### config.mk
export PLATFORM = sky130hd
export DESIGN_NAME = pulse_count_backlight_dimmer_flat
export DESIGN_NICKNAME = d
export VERILOG_FILES = /design/src/rtl/pcbd_pkg.sv /design/src/rtl/pcbd_if.sv /design/src/rtl/pcbd_front.sv /design/src/rtl/pcbd_queue.sv /design/src/rtl/pcbd_back.sv /design/src/rtl/pulse_count_backlight_dimmer.sv /design/src/flat_wrapper.sv
export SDC_FILE = /design/constraint.sdc
export NUM_CORES = 1
export LEC_CHECK = 0
export BUFFER_PORTS_ARGS = -buffer_cell sky130_fd_sc_hd__buf_2
export CAP_MARGIN = 20
export CORE_MARGIN = 4
export CORE_UTILIZATION = 55
export DETAILED_ROUTE_END_ITERATION = 12
export PLACE_DENSITY_LB_ADDON = 0.15
export SYNTH_ARGS = -nofsm -noshare
export SYNTH_HDL_FRONTEND = slang
export SYNTH_SLANG_ARGS = --single-unit
export TNS_END_PERCENT = 20
### constraint.sdc
create_clock -name clk -period 3.69 [get_ports clk]
set_input_delay 0.369 -clock clk [delete_from_list [all_inputs] [get_ports clk]]
set_output_delay 0.369 -clock clk [all_outputs]
set_load 0.02 [all_outputs]
### src/rtl/pcbd_pkg.sv
`timescale 1ns / 1ps
`default_nettype none

package pcbd_pkg;

    // Field widths.
    localparam int REQ_W    = 2;
    localparam int BRIGHT_W = 8;
    localparam int KIND_W   = 3;
    localparam int PIDX_W   = 5;
    localparam int LEVEL_W  = 6;

    // Threshold ROM geometry.
    localparam int ROM_LEN = 32;
    localparam int IDX_W   = 5;

    // Default build values.
    localparam int TABLE_STAGES_DEF  = 25;
    localparam int LEVEL_MODULUS_DEF = 32;

    // Mapping constants.
    localparam logic [LEVEL_W-1:0]  DIM_LEVEL   = 6'd32;
    localparam logic [LEVEL_W-1:0]  RESET_LEVEL = 6'd17;
    localparam logic [BRIGHT_W-1:0] DIM_BOUND   = 8'd20;
    localparam logic [BRIGHT_W-1:0] FULL_BRIGHT = 8'd255;
    localparam int                  MAX_PULSES  = 32;

    // Request codes.
    localparam logic [REQ_W-1:0] REQ_SET     = 2'd0;
    localparam logic [REQ_W-1:0] REQ_SUSPEND = 2'd1;
    localparam logic [REQ_W-1:0] REQ_RESUME  = 2'd2;

    // Result kinds.
    localparam logic [KIND_W-1:0] KIND_IGNORED   = 3'd0;
    localparam logic [KIND_W-1:0] KIND_UNCHANGED = 3'd1;
    localparam logic [KIND_W-1:0] KIND_PULSE     = 3'd2;
    localparam logic [KIND_W-1:0] KIND_SHUTDOWN  = 3'd3;
    localparam logic [KIND_W-1:0] KIND_SUSPENDED = 3'd4;
    localparam logic [KIND_W-1:0] KIND_RESUMED   = 3'd5;

    // Job queue depth.
    localparam int QDEPTH = 2;
    localparam int QPTR_W = 1;
    localparam int QCNT_W = 2;

    localparam logic [BRIGHT_W-1:0] BOUND_ROM [ROM_LEN] = '{
        8'd20,  8'd26,  8'd33,  8'd39,  8'd46,  8'd52,  8'd59,  8'd65,
        8'd72,  8'd78,  8'd84,  8'd91,  8'd97,  8'd104, 8'd110, 8'd117,
        8'd123, 8'd140, 8'd156, 8'd173, 8'd189, 8'd206, 8'd222, 8'd239,
        8'd255, 8'd255, 8'd255, 8'd255, 8'd255, 8'd255, 8'd255, 8'd255
    };

    localparam logic [LEVEL_W-1:0] LEVEL_NORMAL [ROM_LEN] = '{
        6'd32, 6'd31, 6'd30, 6'd29, 6'd28, 6'd27, 6'd26, 6'd25,
        6'd24, 6'd23, 6'd22, 6'd21, 6'd20, 6'd19, 6'd18, 6'd17,
        6'd16, 6'd15, 6'd14, 6'd13, 6'd12, 6'd11, 6'd10, 6'd9,
        6'd8,  6'd8,  6'd8,  6'd8,  6'd8,  6'd8,  6'd8,  6'd8
    };

    localparam logic [LEVEL_W-1:0] LEVEL_CABC [ROM_LEN] = '{
        6'd32, 6'd31, 6'd31, 6'd30, 6'd30, 6'd29, 6'd28, 6'd27,
        6'd26, 6'd25, 6'd24, 6'd23, 6'd22, 6'd21, 6'd20, 6'd19,
        6'd18, 6'd17, 6'd16, 6'd15, 6'd14, 6'd13, 6'd13, 6'd12,
        6'd11, 6'd11, 6'd11, 6'd11, 6'd11, 6'd11, 6'd11, 6'd11
    };

    // One job for the back end: an optional resumed beat, then a run of
    // last_idx + 1 beats of the given kind.
    typedef struct packed {
        logic               lead;
        logic [LEVEL_W-1:0] lead_level;
        logic [KIND_W-1:0]  kind;
        logic [LEVEL_W-1:0] target;
        logic               pin;
        logic [PIDX_W-1:0]  last_idx;
    } pcbd_job_t;

endpackage

`default_nettype wire

### src/rtl/pcbd_if.sv
`timescale 1ns / 1ps
`default_nettype none

interface pcbd_req_if import pcbd_pkg::*; ();
    logic                valid;
    logic                ready;
    logic [REQ_W-1:0]    req_type;
    logic [BRIGHT_W-1:0] brightness;

    modport source (output valid, output req_type, output brightness, input ready);
    modport sink (input valid, input req_type, input brightness, output ready);
endinterface

interface pcbd_res_if import pcbd_pkg::*; ();
    logic               valid;
    logic               ready;
    logic [KIND_W-1:0]  kind;
    logic [PIDX_W-1:0]  pulse_index;
    logic [LEVEL_W-1:0] target_level;
    logic               enable_pin;
    logic               last;

    modport source (
        output valid, output kind, output pulse_index, output target_level,
        output enable_pin, output last, input ready
    );
    modport sink (
        input valid, input kind, input pulse_index, input target_level,
        input enable_pin, input last, output ready
    );
endinterface

`default_nettype wire

### src/rtl/pcbd_front.sv
`timescale 1ns / 1ps
`default_nettype none

module pcbd_front import pcbd_pkg::*; #(
    parameter int TABLE_STAGES  = TABLE_STAGES_DEF,
    parameter int LEVEL_MODULUS = LEVEL_MODULUS_DEF
) (
    input  wire logic  clk,
    input  wire logic  rst_n,
    pcbd_req_if.sink   req,
    input  wire logic  cabc_enable,
    output pcbd_job_t  job,
    output logic       job_valid,
    input  wire logic  job_ready
);

    localparam int STAGES = (TABLE_STAGES > ROM_LEN) ? ROM_LEN :
                            ((TABLE_STAGES < 1) ? 1 : TABLE_STAGES);
    localparam logic [IDX_W-1:0] LAST_IDX = IDX_W'(STAGES - 1);
    localparam logic signed [7:0] MODULUS = 8'(LEVEL_MODULUS);
    localparam logic signed [7:0] PULSE_CAP = 8'(MAX_PULSES);

    localparam logic [1:0] S_IDLE = 2'd0;
    localparam logic [1:0] S_SCAN = 2'd1;
    localparam logic [1:0] S_EVAL = 2'd2;
    localparam logic [1:0] S_PUSH = 2'd3;

    logic [1:0]          state_reg,   state_next;
    logic [BRIGHT_W-1:0] bright_reg,  bright_next;
    logic [LEVEL_W-1:0]  applied_reg, applied_next;
    logic                active_reg,  active_next;
    logic                enable_reg,  enable_next;
    logic                lead_reg,    lead_next;
    logic [IDX_W-1:0]    idx_reg,     idx_next;
    logic [LEVEL_W-1:0]  tune_reg,    tune_next;
    pcbd_job_t           job_reg,     job_next;

    logic [LEVEL_W-1:0]  scan_level;
    logic [LEVEL_W-1:0]  full_level;
    logic signed [7:0]   diff;
    logic signed [7:0]   pulses;
    logic signed [7:0]   pulses_sat;
    logic [7:0]          run_m1;

    assign scan_level = cabc_enable ? LEVEL_CABC[idx_reg] : LEVEL_NORMAL[idx_reg];
    assign full_level = cabc_enable ? LEVEL_CABC[LAST_IDX] : LEVEL_NORMAL[LAST_IDX];

    // Wrap-around pulse count from the applied level to the new one.
    assign diff       = $signed({2'b00, tune_reg}) - $signed({2'b00, applied_reg});
    assign pulses     = (applied_reg <= tune_reg) ? diff : MODULUS + diff;
    assign pulses_sat = (pulses > PULSE_CAP) ? PULSE_CAP : pulses;
    assign run_m1     = 8'(pulses_sat - 8'sd1);

    assign req.ready = (state_reg == S_IDLE);
    assign job_valid = (state_reg == S_PUSH);
    assign job       = job_reg;

    always_comb
    begin
        state_next   = state_reg;
        bright_next  = bright_reg;
        applied_next = applied_reg;
        active_next  = active_reg;
        enable_next  = enable_reg;
        lead_next    = lead_reg;
        idx_next     = idx_reg;
        tune_next    = tune_reg;
        job_next     = job_reg;

        unique case (state_reg)
            S_IDLE:
            begin
                if (req.valid)
                begin
                    case (req.req_type)
                        REQ_SET:
                        begin
                            bright_next = req.brightness;
                            if (active_reg)
                            begin
                                lead_next  = 1'b0;
                                idx_next   = '0;
                                state_next = S_SCAN;
                            end
                            else
                            begin
                                job_next   = '{lead: 1'b0, lead_level: applied_reg,
                                               kind: KIND_IGNORED, target: applied_reg,
                                               pin: enable_reg, last_idx: '0};
                                state_next = S_PUSH;
                            end
                        end
                        REQ_SUSPEND:
                        begin
                            active_next  = 1'b0;
                            enable_next  = 1'b0;
                            applied_next = '0;
                            job_next     = '{lead: 1'b0, lead_level: '0,
                                             kind: KIND_SUSPENDED, target: '0,
                                             pin: 1'b0, last_idx: '0};
                            state_next   = S_PUSH;
                        end
                        REQ_RESUME:
                        begin
                            active_next = 1'b1;
                            enable_next = 1'b1;
                            lead_next   = 1'b1;
                            idx_next    = '0;
                            state_next  = S_SCAN;
                        end
                        default:
                        begin
                            state_next = S_IDLE;
                        end
                    endcase
                end
            end
            S_SCAN:
            begin
                if (bright_reg == '0)
                begin
                    tune_next  = '0;
                    state_next = S_EVAL;
                end
                else if (bright_reg < DIM_BOUND)
                begin
                    tune_next  = DIM_LEVEL;
                    state_next = S_EVAL;
                end
                else if (bright_reg == FULL_BRIGHT)
                begin
                    tune_next  = full_level;
                    state_next = S_EVAL;
                end
                else if (bright_reg <= BOUND_ROM[idx_reg])
                begin
                    tune_next  = scan_level;
                    state_next = S_EVAL;
                end
                else if (idx_reg == LAST_IDX)
                begin
                    tune_next  = '0;
                    state_next = S_EVAL;
                end
                else
                begin
                    idx_next = idx_reg + 1'b1;
                end
            end
            S_EVAL:
            begin
                job_next.lead       = lead_reg;
                job_next.lead_level = applied_reg;
                job_next.target     = tune_reg;
                job_next.last_idx   = '0;
                if (tune_reg == applied_reg || (tune_reg != '0 && pulses <= 8'sd0))
                begin
                    job_next.kind = KIND_UNCHANGED;
                    job_next.pin  = enable_reg;
                end
                else if (tune_reg == '0)
                begin
                    enable_next     = 1'b0;
                    applied_next    = '0;
                    job_next.kind   = KIND_SHUTDOWN;
                    job_next.pin    = 1'b0;
                end
                else
                begin
                    enable_next       = 1'b1;
                    applied_next      = tune_reg;
                    job_next.kind     = KIND_PULSE;
                    job_next.pin      = 1'b1;
                    job_next.last_idx = run_m1[PIDX_W-1:0];
                end
                state_next = S_PUSH;
            end
            S_PUSH:
            begin
                if (job_ready)
                begin
                    state_next = S_IDLE;
                end
            end
            default:
            begin
                state_next = S_IDLE;
            end
        endcase
    end

    always_ff @(posedge clk or negedge rst_n)
    begin
        if (!rst_n)
        begin
            state_reg   <= S_IDLE;
            bright_reg  <= '0;
            applied_reg <= RESET_LEVEL;
            active_reg  <= 1'b1;
            enable_reg  <= 1'b1;
            lead_reg    <= 1'b0;
            idx_reg     <= '0;
        end
        else
        begin
            state_reg   <= state_next;
            bright_reg  <= bright_next;
            applied_reg <= applied_next;
            active_reg  <= active_next;
            enable_reg  <= enable_next;
            lead_reg    <= lead_next;
            idx_reg     <= idx_next;
        end
    end

    always_ff @(posedge clk)
    begin
        tune_reg <= tune_next;
        job_reg  <= job_next;
    end

endmodule

`default_nettype wire

### src/rtl/pcbd_queue.sv
`timescale 1ns / 1ps
`default_nettype none

module pcbd_queue import pcbd_pkg::*; (
    input  wire logic      clk,
    input  wire logic      rst_n,
    input  wire pcbd_job_t push_job,
    input  wire logic      push_valid,
    output logic           push_ready,
    output pcbd_job_t      pop_job,
    output logic           pop_valid,
    input  wire logic      pop_ready
);

    pcbd_job_t          entry_reg [QDEPTH];
    logic [QPTR_W-1:0]  wr_ptr_reg, rd_ptr_reg;
    logic [QCNT_W-1:0]  count_reg;
    logic               do_push, do_pop;

    assign push_ready = (count_reg != QCNT_W'(QDEPTH));
    assign pop_valid  = (count_reg != '0);
    assign pop_job    = entry_reg[rd_ptr_reg];
    assign do_push    = push_valid && push_ready;
    assign do_pop     = pop_valid && pop_ready;

    always_ff @(posedge clk)
    begin
        if (do_push)
        begin
            entry_reg[wr_ptr_reg] <= push_job;
        end
    end

    always_ff @(posedge clk or negedge rst_n)
    begin
        if (!rst_n)
        begin
            wr_ptr_reg <= '0;
            rd_ptr_reg <= '0;
            count_reg  <= '0;
        end
        else
        begin
            if (do_push)
            begin
                wr_ptr_reg <= wr_ptr_reg + 1'b1;
            end
            if (do_pop)
            begin
                rd_ptr_reg <= rd_ptr_reg + 1'b1;
            end
            if (do_push && !do_pop)
            begin
                count_reg <= count_reg + 1'b1;
            end
            else if (do_pop && !do_push)
            begin
                count_reg <= count_reg - 1'b1;
            end
        end
    end

endmodule

`default_nettype wire

### src/rtl/pcbd_back.sv
`timescale 1ns / 1ps
`default_nettype none

module pcbd_back import pcbd_pkg::*; (
    input  wire logic      clk,
    input  wire logic      rst_n,
    input  wire pcbd_job_t pop_job,
    input  wire logic      pop_valid,
    output logic           pop_ready,
    pcbd_res_if.source     res
);

    logic               busy_reg;
    logic               lead_reg;
    logic [PIDX_W-1:0]  idx_reg;
    pcbd_job_t          job_reg;

    logic               out_valid_reg;
    logic [KIND_W-1:0]  kind_reg;
    logic [PIDX_W-1:0]  pidx_reg;
    logic [LEVEL_W-1:0] target_reg;
    logic               pin_reg;
    logic               last_reg;

    logic               emit;
    logic               run_end;

    assign pop_ready = !busy_reg;
    assign emit      = busy_reg && (!out_valid_reg || res.ready);
    assign run_end   = (idx_reg == job_reg.last_idx);

    assign res.valid        = out_valid_reg;
    assign res.kind         = kind_reg;
    assign res.pulse_index  = pidx_reg;
    assign res.target_level = target_reg;
    assign res.enable_pin   = pin_reg;
    assign res.last         = last_reg;

    always_ff @(posedge clk or negedge rst_n)
    begin
        if (!rst_n)
        begin
            busy_reg      <= 1'b0;
            lead_reg      <= 1'b0;
            idx_reg       <= '0;
            out_valid_reg <= 1'b0;
        end
        else
        begin
            if (!busy_reg && pop_valid)
            begin
                busy_reg <= 1'b1;
                lead_reg <= pop_job.lead;
                idx_reg  <= '0;
            end
            else if (emit)
            begin
                if (lead_reg)
                begin
                    lead_reg <= 1'b0;
                end
                else if (run_end)
                begin
                    busy_reg <= 1'b0;
                end
                else
                begin
                    idx_reg <= idx_reg + 1'b1;
                end
            end

            if (emit)
            begin
                out_valid_reg <= 1'b1;
            end
            else if (res.ready)
            begin
                out_valid_reg <= 1'b0;
            end
        end
    end

    always_ff @(posedge clk)
    begin
        if (!busy_reg && pop_valid)
        begin
            job_reg <= pop_job;
        end
        if (emit)
        begin
            if (lead_reg)
            begin
                kind_reg   <= KIND_RESUMED;
                pidx_reg   <= '0;
                target_reg <= job_reg.lead_level;
                pin_reg    <= 1'b1;
                last_reg   <= 1'b0;
            end
            else
            begin
                kind_reg   <= job_reg.kind;
                pidx_reg   <= (job_reg.kind == KIND_PULSE) ? idx_reg : '0;
                target_reg <= job_reg.target;
                pin_reg    <= job_reg.pin;
                last_reg   <= run_end;
            end
        end
    end

endmodule

`default_nettype wire

### src/rtl/pulse_count_backlight_dimmer.sv
`timescale 1ns / 1ps
`default_nettype none

// A scanning request (set while resumed, or resume) is accepted in S_IDLE, scans the table in S_SCAN,
// is evaluated in S_EVAL and pushed to the queue from S_PUSH; the back end registers each beat.
// The front end takes no new request until its job is queued, and an unused code gives no job; the
// back end sends one beat per cycle while the receiver is ready, up to 33 per request, and takes
// no new job until the last is done. Reset (rst_n, asynchronous, active low) empties the queue and
// output, selects the normal table; the block wakes resumed, line high, level 17, brightness 0.

module pulse_count_backlight_dimmer import pcbd_pkg::*; #(
    parameter int TABLE_STAGES  = TABLE_STAGES_DEF,
    parameter int LEVEL_MODULUS = LEVEL_MODULUS_DEF
) (
    input  wire logic  clk,
    input  wire logic  rst_n,
    pcbd_req_if.sink   req,
    pcbd_res_if.source res,
    input  wire logic  cfg_we,
    input  wire logic  cfg_wdata
);

    // Table select register; the user must write it only while the block is idle, the block does not enforce it.
    logic cabc_enable_reg;

    always_ff @(posedge clk or negedge rst_n)
    begin
        if (!rst_n)
        begin
            cabc_enable_reg <= 1'b0;
        end
        else if (cfg_we)
        begin
            cabc_enable_reg <= cfg_wdata;
        end
    end

    pcbd_job_t push_job;
    logic      push_valid;
    logic      push_ready;
    pcbd_job_t pop_job;
    logic      pop_valid;
    logic      pop_ready;

    // The front end owns all request state and turns each request but the unused code into one job.
    pcbd_front #(
        .TABLE_STAGES  (TABLE_STAGES),
        .LEVEL_MODULUS (LEVEL_MODULUS)
    ) u_front (
        .clk         (clk),
        .rst_n       (rst_n),
        .req         (req),
        .cabc_enable (cabc_enable_reg),
        .job         (push_job),
        .job_valid   (push_valid),
        .job_ready   (push_ready)
    );

    // A two-entry queue lets the front end scan the next request while the
    // back end is still stalled on the output.
    pcbd_queue u_queue (
        .clk        (clk),
        .rst_n      (rst_n),
        .push_job   (push_job),
        .push_valid (push_valid),
        .push_ready (push_ready),
        .pop_job    (pop_job),
        .pop_valid  (pop_valid),
        .pop_ready  (pop_ready)
    );

    // The back end expands each job into its beats through an output register.
    pcbd_back u_back (
        .clk       (clk),
        .rst_n     (rst_n),
        .pop_job   (pop_job),
        .pop_valid (pop_valid),
        .pop_ready (pop_ready),
        .res       (res)
    );

endmodule

`default_nettype wire

### src/flat_wrapper.sv
// flat-port wrapper written by rule: the top's interface ports become plain ports
module pulse_count_backlight_dimmer_flat import pcbd_pkg::*;
#(
    parameter int TABLE_STAGES  = TABLE_STAGES_DEF,
    parameter int LEVEL_MODULUS = LEVEL_MODULUS_DEF
)
  (clk, rst_n, cfg_we, cfg_wdata, req_valid, req_req_type, req_brightness, req_ready, res_valid, res_kind, res_pulse_index, res_target_level, res_enable_pin, res_last, res_ready);
  pcbd_req_if req_i ();
  pcbd_res_if res_i ();
  input  wire logic clk;
  input  wire logic rst_n;
  input  wire logic cfg_we;
  input  wire logic cfg_wdata;
  input wire logic [$bits(req_i.valid)-1:0] req_valid;
  input wire logic [$bits(req_i.req_type)-1:0] req_req_type;
  input wire logic [$bits(req_i.brightness)-1:0] req_brightness;
  output wire logic [$bits(req_i.ready)-1:0] req_ready;
  output wire logic [$bits(res_i.valid)-1:0] res_valid;
  output wire logic [$bits(res_i.kind)-1:0] res_kind;
  output wire logic [$bits(res_i.pulse_index)-1:0] res_pulse_index;
  output wire logic [$bits(res_i.target_level)-1:0] res_target_level;
  output wire logic [$bits(res_i.enable_pin)-1:0] res_enable_pin;
  output wire logic [$bits(res_i.last)-1:0] res_last;
  input wire logic [$bits(res_i.ready)-1:0] res_ready;
  assign req_i.valid = req_valid;
  assign req_i.req_type = req_req_type;
  assign req_i.brightness = req_brightness;
  assign req_ready = req_i.ready;
  assign res_valid = res_i.valid;
  assign res_kind = res_i.kind;
  assign res_pulse_index = res_i.pulse_index;
  assign res_target_level = res_i.target_level;
  assign res_enable_pin = res_i.enable_pin;
  assign res_last = res_i.last;
  assign res_i.ready = res_ready;
  pulse_count_backlight_dimmer #(.TABLE_STAGES(TABLE_STAGES), .LEVEL_MODULUS(LEVEL_MODULUS)) u_core (.clk(clk), .rst_n(rst_n), .req(req_i), .res(res_i), .cfg_we(cfg_we), .cfg_wdata(cfg_wdata));
endmodule
==> metrics <==
outcome=finished with violations; Net count, final=720; fin worst setup slack=-54.0 ps; final count of hold timing violations=0; CTS sink count=about 150; Worst-Margin Slew=between 900 and 1000 ps; sequential share of power=0.354; CP arrival=3900 ps; Syn Inst Count=a little over 600; Clock power frac=0.201; total track usage=0.196; CP endpoint kind=flip-flop; Peak VDD IR=0.424 mV; clk buf depth=2; Max Fclk=~270 MHz; layout cells sized above 1=0.235; Die W=roughly 120 um; mux cell area share after synthesis=0.0728; hold slack=approximately 90 ps; vias per cell=approximately 5.7; r2r worst-path depth=16; relative slew slack=0.339; Worst Hold Class=in -> async; Post-synth EDFFs=approximately 110; Row Count=about 40; clock skew=8.49 ps; capturing point of the worst reg2reg path=u_core.u_front.job[4]$_SDFFCE_PP0P_; Initial Utilization=0.570; RSZ-0062 raised after global routing=yes; synthesized cell area=~0.0073 sq mm; Synth Area in Adders=0.0627; CP Class=reg -> reg; Simple-Gate Fraction of Synth Area=0.121; Leak=around 3.3 nW; Yosys reg bits=146; Pins Over Slew Limit=0; clock buffer count from CTS=17; sw power=between 2 and 3 mW; Post-synth top flop=edfxtp_1; Crit Path Max Fanout=2; Synth Area in XOR/XNOR=0.0228; required time worst endpoint=~3900 ps; post-detail-place hpwl=10.0 mm; failing checks=setup timing; Clk pin slew, worst setup/hold paths=around 60 ps; post-route core utilization=0.659; antenna cell count=0; largest family of logic cells by synthesized area=simple AND/OR/NAND/NOR gates; Sw Ratio=0.367; Routed wire per std cell=about 16 um; asr flop ratio synth=0.253; Post-CTS Hold Buffers=0; Die Y=about 120 um; Setup violations, final=1; Tot Pwr=around 8 mW; Final Cycle Share=1.01; Area growth, synth to finish=15.5%; Slowest-stage cell, CP=dfstp_2; synth warn=0; Cell Pwr Density=about 950 mW/mm^2; Post-synth top cells=edfxtp_1, nor2_1, nand2_1, mux2_2, inv_1; global-route wire length before repair=around 23 mm; # IOs=34; worst reg-to-reg setup slack=-50 ps; Int Power=approximately 5.1 mW; Synth cell types=between 60 and 70; pin count of the biggest net entering global routing=38; iteration count of the initial detailed-routing pass=5; min Tclk post-route=3740 ps; area share of the largest cell type after synthesis=0.449; RePlAce Congestion=~0.94; worst r2r src=u_core.u_front.applied_reg[0]$_DFFE_PN1P_; top cell type by total area after synthesis=edfxtp_1; max-capacitance violation count=0; Post-Syn Area per Cell=about 12 sq um; # DRC=0; routed vias=4845; Synth Area in Compound Gates=0.111; top cells by area, synth=edfxtp_1, dfrtp_1, ha_1; initial antenna violation count=1; number of global-route vias before repair=approximately 4700; Clk Latency, worst-skew pair=about 410 ps; CP Cell Sequence=ha_4 -> inv_2 -> fa_2 -> a211o_1 -> a21o_1 -> a21oi_2 -> ha_1 -> a21o_1 -> a32o_1 -> a211o_1 -> or3_4 -> nand2b_4 -> ha_4 -> inv_2 -> o211ai_1 -> a21oi_1; die area=approximately 0.015 sq mm; most frequent cell after synthesis=edfxtp_1; PortBufs=33; startpoint types=flip-flop; Root Buffer=clkbuf_16; CTS tree=done; Worst path max stage delay=roughly 550 ps; Seq/Total Area, Yosys=0.577; Logic pwr share=0.444; max reg flops=44; Synth Net Count=roughly 660; Core Area=approximately 0.013 sq mm; DRT Wirelength=14.0 mm; antenna viol nets, final=0; H-Tree Depth=4; pre-CTS WS=-94.2 ps; first-iteration detailed-routing DRC count=about 420; GR Overflow Total=0
worst max path at each step:
stage	end	slack (ps)	startpoint	cells past startpoint
finish	u_core.u_front.job[4]$_SDFFCE_PP0P_	-50	u_core.u_front.applied_reg[0]$_DFFE_PN1P_	16
global placement	u_core.u_front.job[4]$_SDFFCE_PP0P_	-40	u_core.u_front.applied_reg[0]$_DFFE_PN1P_	16
global route	u_core.u_front.job[4]$_SDFFCE_PP0P_	-160	u_core.u_front.applied_reg[0]$_DFFE_PN1P_	16
detailed placement	u_core.u_front.job[4]$_SDFFCE_PP0P_	-90	u_core.u_front.applied_reg[0]$_DFFE_PN1P_	16
CTS	u_core.u_front.job[4]$_SDFFCE_PP0P_	-30	u_core.u_front.applied_reg[0]$_DFFE_PN1P_	16
floorplan	u_core.u_front.job[4]$_SDFFCE_PP0P_	-80	u_core.u_front.applied_reg[0]$_DFFE_PN1P_	16
cell usage in the layout (no fill, tap or decap), types with 30 or more instances in the layout:
master,synthesis,final
buf_4,0,31
edfxtp_1,109,109
nand2_1,38,37
mux2_2,37,37
inv_1,35,32
a21oi_1,31,30
nor2_1,56,54
dfrtp_1,33,33
ha_1,34,32
buf_2,1,33
critical path: cells and delay by family (launching register included):
kind	cells	cell delay, ps
AOI/OAI and AO/OA	8	1460
and+or+nand+nor	2	500
adders and majority gates	4	900
buffers and inverters	2	80
DFF	1	550
cells by family (layout without fill, tap and decap cells):
kind of cell,Yosys count,count (layout)
AO/OA/AOI/OAI,122,122
XOR/XNOR,19,19
adder cells (fa/ha/maj),36,36
buffers and inverters,58,132
flip-flops,146,146
multiplexers,48,48
AND/OR/NAND/NOR,179,179
stage by stage:
step           cells  setup TNS, ps  instance area [sq um]
6_report         854          -54.0                   8420
5_1_grt          854           -285                   8420
4_1_cts          853          -34.4                   8400
3_5_place_dp     820           -132                   7840
3_3_place_gp     820          -41.1                   7840
2_1_floorplan    608           -126                   7330
power by group through the flow:
stage,Sequential [mW],Clock [mW],Combinational [mW]
floorplan,2.75,0,2.60
global placement,2.83,0,3.36
detailed placement,2.86,0,3.46
CTS,2.83,1.64,3.50
global route,2.89,1.72,3.90
finish,2.83,1.61,3.55
metal layers:
layer	up-vias	wire (um)	part of all wire	global-route usage
li1	2368	-	-	-
met1	2344	6150	0.44	0.250
met2	113	7060	0.50	0.328
met3	18	583	0.042	0.0517
met4	2	214	0.015	0.0644
met5	-	7	0.00050	0
repair_timing:
item	in CTS	in global routing
gates resized for setup	0	2
setup endpoints to repair	2	4
setup buffers	1	0
pin swaps	3	0
final cells by class:
type | instances | area [sq um]
Multi-Input combinational cell | 404 | 2900
Timing Repair Buffer | 65 | 413
Sequential cell | 146 | 4200
Clock inverter | 11 | 114
Clock buffer | 21 | 440
Tap cell | 172 | 215
Fill cell | 939 | 4360
Inverter | 35 | 131
Note: power is estimated with default switching activity, not from simulation.
